`src/rtl/core/wsfr_pkg.sv`:
```
`timescale 1ns / 1ps
`default_nettype none

package wsfr_pkg;

    // Width of the frame payload length counter
    localparam int LEN_BITS = 64;

    localparam logic [6:0] CTRL_LIMIT_RESET = 7'd125;

    // 7-bit length codes that announce an extended length
    localparam logic [6:0] LEN_CODE_EXT16 = 7'd126;
    localparam logic [6:0] LEN_CODE_EXT64 = 7'd127;

    // Extended header byte counts
    localparam logic [3:0] EXT16_BYTES = 4'd2;
    localparam logic [3:0] EXT64_BYTES = 4'd8;
    localparam logic [3:0] MASK_BYTES  = 4'd4;

    // Register word index on the APB port
    localparam logic REG_CTRL_LIMIT = 1'b0;

    localparam logic [3:0] OP_CONT   = 4'h0;
    localparam logic [3:0] OP_TEXT   = 4'h1;
    localparam logic [3:0] OP_BINARY = 4'h2;
    localparam logic [3:0] OP_CLOSE  = 4'h8;
    localparam logic [3:0] OP_PING   = 4'h9;
    localparam logic [3:0] OP_PONG   = 4'hA;

    typedef enum logic [2:0] {
        ST_HEADER    = 3'd0,
        ST_PAYLOAD   = 3'd1,
        ST_BAD_CONT  = 3'd2,
        ST_BAD_OP    = 3'd3,
        ST_CTRL_LONG = 3'd4,
        ST_CLOSE     = 3'd5,
        ST_CLOSED    = 3'd6
    } t_status;

    typedef struct packed {
        t_status     status;
        logic [7:0]  data;
        logic [3:0]  opcode;
        logic        fin;
        logic        eof;
    } t_result;

endpackage

`default_nettype wire

```
`src/rtl/core/wsfr_parse.sv`:
```
`timescale 1ns / 1ps
`default_nettype none

module wsfr_parse
    import wsfr_pkg::*;
(
    input  wire logic        i_clk,
    input  wire logic        i_rst_n,
    input  wire logic        i_in_valid,
    input  wire logic [7:0]  i_in_byte,
    output logic             o_in_stall,
    input  wire logic        i_out_ready,
    input  wire logic [6:0]  i_ctrl_limit,
    output logic             o_push,
    output t_result          o_result
);

    typedef enum logic [2:0] {
        PH_FIRST   = 3'd0,
        PH_SECOND  = 3'd1,
        PH_EXTLEN  = 3'd2,
        PH_MASK    = 3'd3,
        PH_PAYLOAD = 3'd4
    } t_phase;

    // input register
    logic                r_in_valid;
    logic [7:0]          r_in_byte;

    // frame state
    t_phase              r_phase, n_phase;
    logic [3:0]          r_ext, n_ext;
    logic [3:0]          r_op, n_op;
    logic                r_fin, n_fin;
    logic                r_masked, n_masked;
    logic [LEN_BITS-1:0] r_rem, n_rem;
    logic [31:0]         r_key, n_key;
    logic [1:0]          r_mpos, n_mpos;
    logic                r_frag, n_frag;
    logic [6:0]          r_cnt, n_cnt;
    logic                r_closed, n_closed;

    logic                adv;
    logic [LEN_BITS-1:0] ext_next;
    logic [LEN_BITS-1:0] fin_len;
    logic [7:0]          key_byte;
    logic                is_ctrl;

    // header finish outcome
    t_status             f_status;
    logic                f_frag;
    logic                f_closed;
    logic                f_eof;
    t_phase              f_phase;

    t_status             st;
    logic [7:0]          dat;
    logic                eof;

    assign adv        = r_in_valid & i_out_ready;
    assign o_in_stall = r_in_valid & ~i_out_ready;
    assign is_ctrl    = r_op[3];

    always_ff @(posedge i_clk) begin
        if (!i_rst_n) begin
            r_in_valid <= 1'b0;
        end else if (!o_in_stall) begin
            r_in_valid <= i_in_valid;
        end
        if (!o_in_stall) begin
            r_in_byte <= i_in_byte;
        end
    end

    // extended length shift-in; saturates once the top byte is occupied
    always_comb begin
        if (r_rem[LEN_BITS-1 -: 8] != 8'd0) begin
            ext_next = '1;
        end else begin
            ext_next = {r_rem[LEN_BITS-9:0], r_in_byte};
        end
    end

    always_comb begin
        case (r_phase)
            PH_SECOND: fin_len = LEN_BITS'(r_in_byte[6:0]);
            PH_EXTLEN: fin_len = ext_next;
            default:   fin_len = r_rem;
        endcase
    end

    always_comb begin
        case (r_mpos)
            2'd0:    key_byte = r_key[31:24];
            2'd1:    key_byte = r_key[23:16];
            2'd2:    key_byte = r_key[15:8];
            2'd3:    key_byte = r_key[7:0];
            default: key_byte = r_key[7:0];
        endcase
    end

    // end of header: opcode check, fragment tracking, and end of frame or close for an empty payload
    always_comb begin
        f_status = ST_HEADER;
        f_frag   = r_frag;
        f_closed = 1'b0;
        f_eof    = 1'b0;
        f_phase  = PH_PAYLOAD;
        if (r_op == OP_CONT && !r_frag) begin
            f_status = ST_BAD_CONT;
            f_closed = 1'b1;
            f_phase  = r_phase;
        end else if (!(r_op inside {OP_CONT, OP_TEXT, OP_BINARY,
                                    OP_CLOSE, OP_PING, OP_PONG})) begin
            f_status = ST_BAD_OP;
            f_closed = 1'b1;
            f_phase  = r_phase;
        end else begin
            if (r_op == OP_CONT && r_fin) begin
                f_frag = 1'b0;
            end else if (r_op == OP_TEXT || r_op == OP_BINARY) begin
                f_frag = ~r_fin;
            end
            if (fin_len == '0) begin
                f_eof   = 1'b1;
                f_phase = PH_FIRST;
                if (r_op == OP_CLOSE) begin
                    f_status = ST_CLOSE;
                    f_closed = 1'b1;
                end
            end
        end
    end

    always_comb begin
        n_phase  = r_phase;
        n_ext    = r_ext;
        n_op     = r_op;
        n_fin    = r_fin;
        n_masked = r_masked;
        n_rem    = r_rem;
        n_key    = r_key;
        n_mpos   = r_mpos;
        n_frag   = r_frag;
        n_cnt    = r_cnt;
        n_closed = r_closed;
        st       = ST_HEADER;
        dat      = 8'd0;
        eof      = 1'b0;
        if (r_closed) begin
            st = ST_CLOSED;
        end else begin
            case (r_phase)
                PH_FIRST: begin
                    n_fin    = r_in_byte[7];
                    n_op     = r_in_byte[3:0];
                    n_masked = 1'b0;
                    n_rem    = '0;
                    n_key    = 32'd0;
                    n_mpos   = 2'd0;
                    n_cnt    = 7'd0;
                    n_ext    = 4'd0;
                    n_phase  = PH_SECOND;
                end
                PH_SECOND: begin
                    n_masked = r_in_byte[7];
                    if (r_in_byte[6:0] == LEN_CODE_EXT16) begin
                        n_ext   = EXT16_BYTES;
                        n_phase = PH_EXTLEN;
                    end else if (r_in_byte[6:0] == LEN_CODE_EXT64) begin
                        n_ext   = EXT64_BYTES;
                        n_phase = PH_EXTLEN;
                    end else begin
                        n_rem = fin_len;
                        if (r_in_byte[7]) begin
                            n_ext   = MASK_BYTES;
                            n_phase = PH_MASK;
                        end else begin
                            st       = f_status;
                            eof      = f_eof;
                            n_frag   = f_frag;
                            n_closed = f_closed;
                            n_phase  = f_phase;
                        end
                    end
                end
                PH_EXTLEN: begin
                    n_rem = ext_next;
                    n_ext = r_ext - 4'd1;
                    if (r_ext == 4'd1) begin
                        if (r_masked) begin
                            n_ext   = MASK_BYTES;
                            n_phase = PH_MASK;
                        end else begin
                            st       = f_status;
                            eof      = f_eof;
                            n_frag   = f_frag;
                            n_closed = f_closed;
                            n_phase  = f_phase;
                        end
                    end
                end
                PH_MASK: begin
                    n_key = {r_key[23:0], r_in_byte};
                    n_ext = r_ext - 4'd1;
                    if (r_ext == 4'd1) begin
                        st       = f_status;
                        eof      = f_eof;
                        n_frag   = f_frag;
                        n_closed = f_closed;
                        n_phase  = f_phase;
                    end
                end
                PH_PAYLOAD: begin
                    if (is_ctrl && r_cnt >= i_ctrl_limit) begin
                        st       = ST_CTRL_LONG;
                        n_closed = 1'b1;
                    end else begin
                        if (is_ctrl) begin
                            n_cnt = r_cnt + 7'd1;
                        end
                        if (r_masked) begin
                            dat    = r_in_byte ^ key_byte;
                            n_mpos = r_mpos + 2'd1;
                        end else begin
                            dat = r_in_byte;
                        end
                        st    = ST_PAYLOAD;
                        n_rem = r_rem - LEN_BITS'(1);
                        // one byte left means this is the last payload byte
                        if (r_rem == LEN_BITS'(1)) begin
                            eof     = 1'b1;
                            n_phase = PH_FIRST;
                            if (r_op == OP_CLOSE) begin
                                st       = ST_CLOSE;
                                n_closed = 1'b1;
                            end
                        end
                    end
                end
                default: begin
                    n_phase = PH_FIRST;
                end
            endcase
        end
    end

    always_ff @(posedge i_clk) begin
        if (!i_rst_n) begin
            r_phase  <= PH_FIRST;
            r_ext    <= 4'd0;
            r_op     <= 4'd0;
            r_fin    <= 1'b0;
            r_masked <= 1'b0;
            r_rem    <= '0;
            r_key    <= 32'd0;
            r_mpos   <= 2'd0;
            r_frag   <= 1'b0;
            r_cnt    <= 7'd0;
            r_closed <= 1'b0;
        end else if (adv) begin
            r_phase  <= n_phase;
            r_ext    <= n_ext;
            r_op     <= n_op;
            r_fin    <= n_fin;
            r_masked <= n_masked;
            r_rem    <= n_rem;
            r_key    <= n_key;
            r_mpos   <= n_mpos;
            r_frag   <= n_frag;
            r_cnt    <= n_cnt;
            r_closed <= n_closed;
        end
    end

    assign o_push          = adv;
    assign o_result.status = st;
    assign o_result.data   = dat;
    assign o_result.opcode = n_op;
    assign o_result.fin    = n_fin;
    assign o_result.eof    = eof;

endmodule

`default_nettype wire

```
`src/rtl/core/wsfr_out_skid.sv`:
```
`timescale 1ns / 1ps
`default_nettype none

module wsfr_out_skid
    import wsfr_pkg::*;
(
    input  wire logic    i_clk,
    input  wire logic    i_rst_n,
    input  wire logic    i_push,
    input  wire t_result i_result,
    output logic         o_ready,
    output logic         o_valid,
    input  wire logic    i_stall,
    output t_result      o_result
);

    logic    r_out_valid;
    t_result r_out;
    logic    r_skid_valid;
    t_result r_skid;
    logic    pop;

    assign pop     = r_out_valid & ~i_stall;
    assign o_ready = ~r_skid_valid;

    always_ff @(posedge i_clk) begin
        if (!i_rst_n) begin
            r_out_valid  <= 1'b0;
            r_skid_valid <= 1'b0;
        end else if (pop) begin
            if (r_skid_valid) begin
                r_out        <= r_skid;
                r_skid_valid <= 1'b0;
            end else if (i_push) begin
                r_out <= i_result;
            end else begin
                r_out_valid <= 1'b0;
            end
        end else if (i_push) begin
            if (!r_out_valid) begin
                r_out       <= i_result;
                r_out_valid <= 1'b1;
            end else begin
                r_skid       <= i_result;
                r_skid_valid <= 1'b1;
            end
        end
    end

    assign o_valid  = r_out_valid;
    assign o_result = r_out;

endmodule

`default_nettype wire

```
`src/rtl/core/websocket_frame_receiver.sv`:
```
// A byte accepted at the input passes the input register, then the result
// register, or the skid slot when the output side is stalling.
// Throughput: one byte per cycle; o_in_stall rises only when the result skid
// stage is full because the output side is stalling.
// Reset: i_rst_n is synchronous, active low; clears parse state, link state,
// beat valids, and sets control_payload_limit to 125.
`timescale 1ns / 1ps
`default_nettype none

module websocket_frame_receiver
    import wsfr_pkg::*;
(
    input  wire logic        i_clk,
    input  wire logic        i_rst_n,
    // byte input channel
    input  wire logic        i_in_valid,
    output logic             o_in_stall,
    input  wire logic [7:0]  i_in_byte,
    // result channel
    output logic             o_out_valid,
    input  wire logic        i_out_stall,
    output logic [2:0]       o_status,
    output logic [7:0]       o_data_byte,
    output logic [3:0]       o_frame_opcode,
    output logic             o_frame_final,
    output logic             o_end_of_frame,
    // APB register port
    input  wire logic        psel,
    input  wire logic        penable,
    input  wire logic        pwrite,
    input  wire logic [2:0]  paddr,
    input  wire logic [31:0] pwdata,
    output logic [31:0]      prdata,
    output logic             pready
);

    logic [6:0] r_ctrl_limit;
    logic       cfg_wr;
    logic       skid_ready;
    logic       push;
    t_result    result;
    t_result    out_result;

    // --- register port ---
    // Single register at word 0; paddr[2] picks the word, low bits are byte lanes.
    assign pready = 1'b1;
    assign cfg_wr = psel & penable & pwrite & (paddr[2] == REG_CTRL_LIMIT);

    always_ff @(posedge i_clk) begin
        if (!i_rst_n) begin
            r_ctrl_limit <= CTRL_LIMIT_RESET;
        end else if (cfg_wr) begin
            r_ctrl_limit <= pwdata[6:0];
        end
    end

    always_comb begin
        if (paddr[2] == REG_CTRL_LIMIT) begin
            prdata = 32'(r_ctrl_limit);
        end else begin
            prdata = 32'd0;
        end
    end

    // --- frame parser: input register plus registered state update ---
    wsfr_parse u_parse (
        .i_clk        (i_clk),
        .i_rst_n      (i_rst_n),
        .i_in_valid   (i_in_valid),
        .i_in_byte    (i_in_byte),
        .o_in_stall   (o_in_stall),
        .i_out_ready  (skid_ready),
        .i_ctrl_limit (r_ctrl_limit),
        .o_push       (push),
        .o_result     (result)
    );

    // --- result register with skid slot that takes one more result under stall ---
    wsfr_out_skid u_out (
        .i_clk    (i_clk),
        .i_rst_n  (i_rst_n),
        .i_push   (push),
        .i_result (result),
        .o_ready  (skid_ready),
        .o_valid  (o_out_valid),
        .i_stall  (i_out_stall),
        .o_result (out_result)
    );

    assign o_status       = out_result.status;
    assign o_data_byte    = out_result.data;
    assign o_frame_opcode = out_result.opcode;
    assign o_frame_final  = out_result.fin;
    assign o_end_of_frame = out_result.eof;

endmodule

`default_nettype wire

```
`config.mk`:
```
export PLATFORM = sky130hd
export DESIGN_NAME = websocket_frame_receiver
export DESIGN_NICKNAME = d
export VERILOG_FILES = /design/src/rtl/core/wsfr_pkg.sv /design/src/rtl/core/wsfr_parse.sv /design/src/rtl/core/wsfr_out_skid.sv /design/src/rtl/core/websocket_frame_receiver.sv
export SDC_FILE = /design/constraint.sdc
export NUM_CORES = 1
export LEC_CHECK = 0
export BUFFER_PORTS_ARGS = -buffer_cell sky130_fd_sc_hd__buf_2
export CAP_MARGIN = 10
export CELL_PAD_IN_SITES_DETAIL_PLACEMENT = 1
export CELL_PAD_IN_SITES_GLOBAL_PLACEMENT = 2
export CORE_MARGIN = 3
export CORE_UTILIZATION = 36
export CTS_BUF_LIST = sky130_fd_sc_hd__clkbuf_16
export DETAILED_ROUTE_END_ITERATION = 8
export PLACE_DENSITY_LB_ADDON = 0.1
export SYNTH_ARGS = -nofsm -noshare
export SYNTH_HDL_FRONTEND = slang
export SYNTH_HIERARCHICAL = 1
export SYNTH_SLANG_ARGS = --single-unit
```
`constraint.sdc`:
```
create_clock -name i_clk -period 4.3 [get_ports i_clk]
set_input_delay 0.215 -clock i_clk [delete_from_list [all_inputs] [get_ports i_clk]]
set_output_delay 0.215 -clock i_clk [all_outputs]
set_load 0.1 [all_outputs]
```
==> results.json <==
{
  "synth-seq-cells": 172,
  "drc_errors": 0,
  "worst_setup_path_end_kind": "register",
  "grt_pass1_wl_um": 51500,
  "netlist_instances": 1208,
  "p_leak_nw": 4.36,
  "ant_nets": 0,
  "ff2ff_path_depth": 8,
  "htreeDepth": 4,
  "postLayoutSetupSlackWorst_ns": 0.912,
  "crit_type": "register to register",
  "critical_path_required_ns": 4.61,
  "finish.net_count": 1295,
  "cts_buffers": 17,
  "dieArea_um2": 29500,
  "fmax_mhz": 295,
  "stdcell_count": 1583,
  "yosys_warnings": 6,
  "synth_top_area_share_pct": 26.3,
  "fin_crit_sh_pct": 78.8,
  "die-height_um": 172,
  "fin_skew_ns": 0.0154,
  "synthToLayoutAreaGrowth_pct": 12.0,
  "yosysTopAreaCell": "dfxtp_1",
  "holdWs_ns": 0.0234,
  "holdCritPathClass": "input port to register",
  "crit_path_max_fanout": 8,
  "grt-ovfl-total": 0,
  "firstDrtPassIters": 5,
  "path_clk_slew_ns": 0.08,
  "die_x_um": 172,
  "synth.avg_cell_area_um2": 8.18,
  "worstPathArrival_ns": 3.70,
  "timing.rr.start": "u_parse/r_rem[34]$_SDFFE_PN0P_",
  "vdd_drop_max_mv": 0.212,
  "synth_most_common_cell": "dfxtp_1",
  "synthFlopType": "dfxtp_1",
  "maxCapViolCount": 0,
  "final.setup.tns_ns": 0,
  "dp_slack_ns": 0.934,
  "slew_viol_final": 0,
  "setup_viol": 0,
  "fin_crit_ns": 3.39,
  "synth_common_cells": "130 x dfxtp_1, 127 x o21ai_0, 115 x nand2_1, 105 x nor2_1, 90 x a21oi_1",
  "fillers": 3226,
  "wl_um": 32800,
  "num_antenna_cells": 0,
  "cts_setup_buffers": 0,
  "power.density_nw_per_um2": 351,
  "port-buffer-count": 48,
  "clock_sinks": 172,
  "row_count": 60,
  "boundaryPins": 102,
  "grt_max_degree": 53,
  "min_path_cells": 3,
  "slowest_stage": "nor4_1",
  "avgViaCountPerCell": 5.71,
  "cts_tree": "yes",
  "insertion_delay_ns": 0.44,
  "hp-start": "pwdata[1]",
  "synth_enable_flop_cells": 42,
  "slowest_delay_ns": 0.67,
  "tightest_slew_ns": 1.15,
  "drive_above_1_share_pct": 13.3,
  "synthTopCellsByArea": "dfxtp_1 26%, edfxtp_1 13%, o21ai_0 6.4%, a21oi_1 4.6%, nand2_1 4.4%",
  "status": "complete, no violations",
  "async_flop_share_pct": 0,
  "core_um2": 27000,
  "vias": 9043,
  "rr_endpoint": "u_out/o_result[14]$_DFFE_PP_",
  "initial_core_util_pct": 36.7,
  "ys_types": 75,
  "cts_buffer_depth": 2,
  "cts-root-buf": "clkbuf_16",
  "r2r_setup_slack_ns": 0.91,
  "dp.cells": 1541,
  "hold_violations": 0,
  "dr.first_iter.drc_count": 616,
  "rsz0062_at_grt": "false",
  "synth_area_um2": 9890,
  "crit_top_cell": "nor4_1",
  "wl_per_cell_um": 20.7,
  "antenna_found_initial": 0,
  "dp_hpwl_um": 21800,
  "grt_pass1_vias": 8872,
  "grtUsageTotal_pct": 22.2,
  "hold_end": "r_ctrl_limit[1]$_SDFFE_PN0P_",
  "place.gp.congestion": 0.814,
  "ys_seq_area_share_pct": 39.1,
  "slew_headroom_pct": 22.8,
  "cp_cell_sequence": "nor4_1, nand3_1, nor4_1, a41oi_1, nor3_1, a21boi_0, o21ai_0, mux2_4",
  "cp-start-kind": "register"
}
## worst max-delay path: cells and delay by family (launching register included)
family          cells  cell delay (ns)
compound gates      3             0.77
flops               1             0.39
mux                 1             0.22
simple gates        4             1.87
## logic make-up after synthesis
| logic type | after synthesis | share of synthesized area [%] |
|---|---|---|
| xor gates and xnor gates | 30 | 2.66 |
| adders and majority gates | 16 | 2.02 |
| AOI/OAI and AO/OA | 349 | 21.6 |
| muxes | 36 | 4.30 |
| buffers and inverters | 146 | 7.07 |
| and+or+nand+nor | 457 | 23.2 |
| DFF | 172 | 39.1 |
| other | 2 | 0.0760 |
## state kept, by name (all words and copies together), names as in the netlist, 2 cells and up
| name | flops |
|---|---|
| u_parse/r_op | 4 |
| u_out/r_skid | 17 |
| r_ctrl_limit | 7 |
| u_parse/r_in_byte | 8 |
| u_parse/r_key | 32 |
| u_parse/r_ext | 4 |
| u_parse/r_mpos | 2 |
| u_parse/r_rem | 64 |
| u_parse/r_phase | 3 |
| u_parse/r_cnt | 7 |
| u_out/o_result | 17 |
## through the flow
stage | power (W) | util [%] | instance area [um2]
after CTS | 0.00393 | 41.1 | 11100
final | 0.00389 | 41.1 | 11100
after global routing | 0.00404 | 41.1 | 11100
after global placement | 0.00226 | 38.4 | 10400
after detailed placement | 0.00226 | 38.4 | 10400
after floorplan | 0.00215 | - | 9980
## cell usage in the layout, fill, tap and decap left out, drive strengths merged, types with 12 or more instances in the layout
cell | Yosys | routed
edfxtp | 42 | 42
conb | 2 | 26
nand2 | 115 | 115
dfxtp | 130 | 130
nor2 | 105 | 105
nor3 | 48 | 48
nand4 | 16 | 16
a22oi | 12 | 12
clkbuf | 74 | 18
nor2b | 18 | 18
o21ai | 130 | 130
xor2 | 13 | 13
nor4 | 27 | 27
mux2i | 14 | 14
inv | 30 | 37
a21o | 12 | 12
a21oi | 90 | 90
xnor2 | 17 | 17
buf | 41 | 83
a22o | 12 | 12
mux2 | 22 | 22
nand3 | 60 | 60
ha | 16 | 16
or3 | 16 | 16
## where the power goes
| part | switching (W) | total, W | internal (W) |
|---|---|---|---|
| logic | 0.000395 | 0.000527 | 0.000132 |
| registers | 0.0000332 | 0.00171 | 0.00167 |
| clock network | 0.000762 | 0.00165 | 0.000891 |
| total | 0.00119 | 0.00389 | 0.00270 |
## worst max-delay path by stage
stage                                        start                              to  slack [ns]  cells after the start
floorplan           u_parse/r_rem[16]$_SDFFE_PN0P_  u_parse/r_rem[45]$_SDFFE_PN0P_        1.16                     12
global placement    u_parse/r_rem[16]$_SDFFE_PN0P_    u_out/o_result[14]$_DFFE_PP_        1.01                      8
detailed placement  u_parse/r_rem[16]$_SDFFE_PN0P_    u_out/o_result[14]$_DFFE_PP_        0.93                      8
CTS                 u_parse/r_rem[16]$_SDFFE_PN0P_    u_out/o_result[14]$_DFFE_PP_        0.91                      8
global route        u_parse/r_rem[34]$_SDFFE_PN0P_    u_out/o_result[14]$_DFFE_PP_        0.76                      8
finish              u_parse/r_rem[34]$_SDFFE_PN0P_    u_out/o_result[14]$_DFFE_PP_        0.91                      8
## cell type report
type | instances | area (um2) | area share, %
tap | 341 | 427 | 3.85
sequential | 172 | 3860 | 34.9
multi-input combinational | 914 | 5440 | 49.2
clock inverter | 15 | 199 | 1.80
inverter | 31 | 116 | 1.05
clock buffer | 17 | 425 | 3.84
timing repair buffer | 93 | 598 | 5.40
## timing repair
item                                   CTS  global route
gates resized for setup                  0             0
endpoints found under the hold margin    9             0
hold buffers                             9             0
## layer usage
layer	GRT usage, %	routed length [um]
met1	32.4	16400
met2	35.0	14800
met3	2.71	1270
met4	5.11	431
met5	0	0
Note: power is estimated with default switching activity, not from simulation.
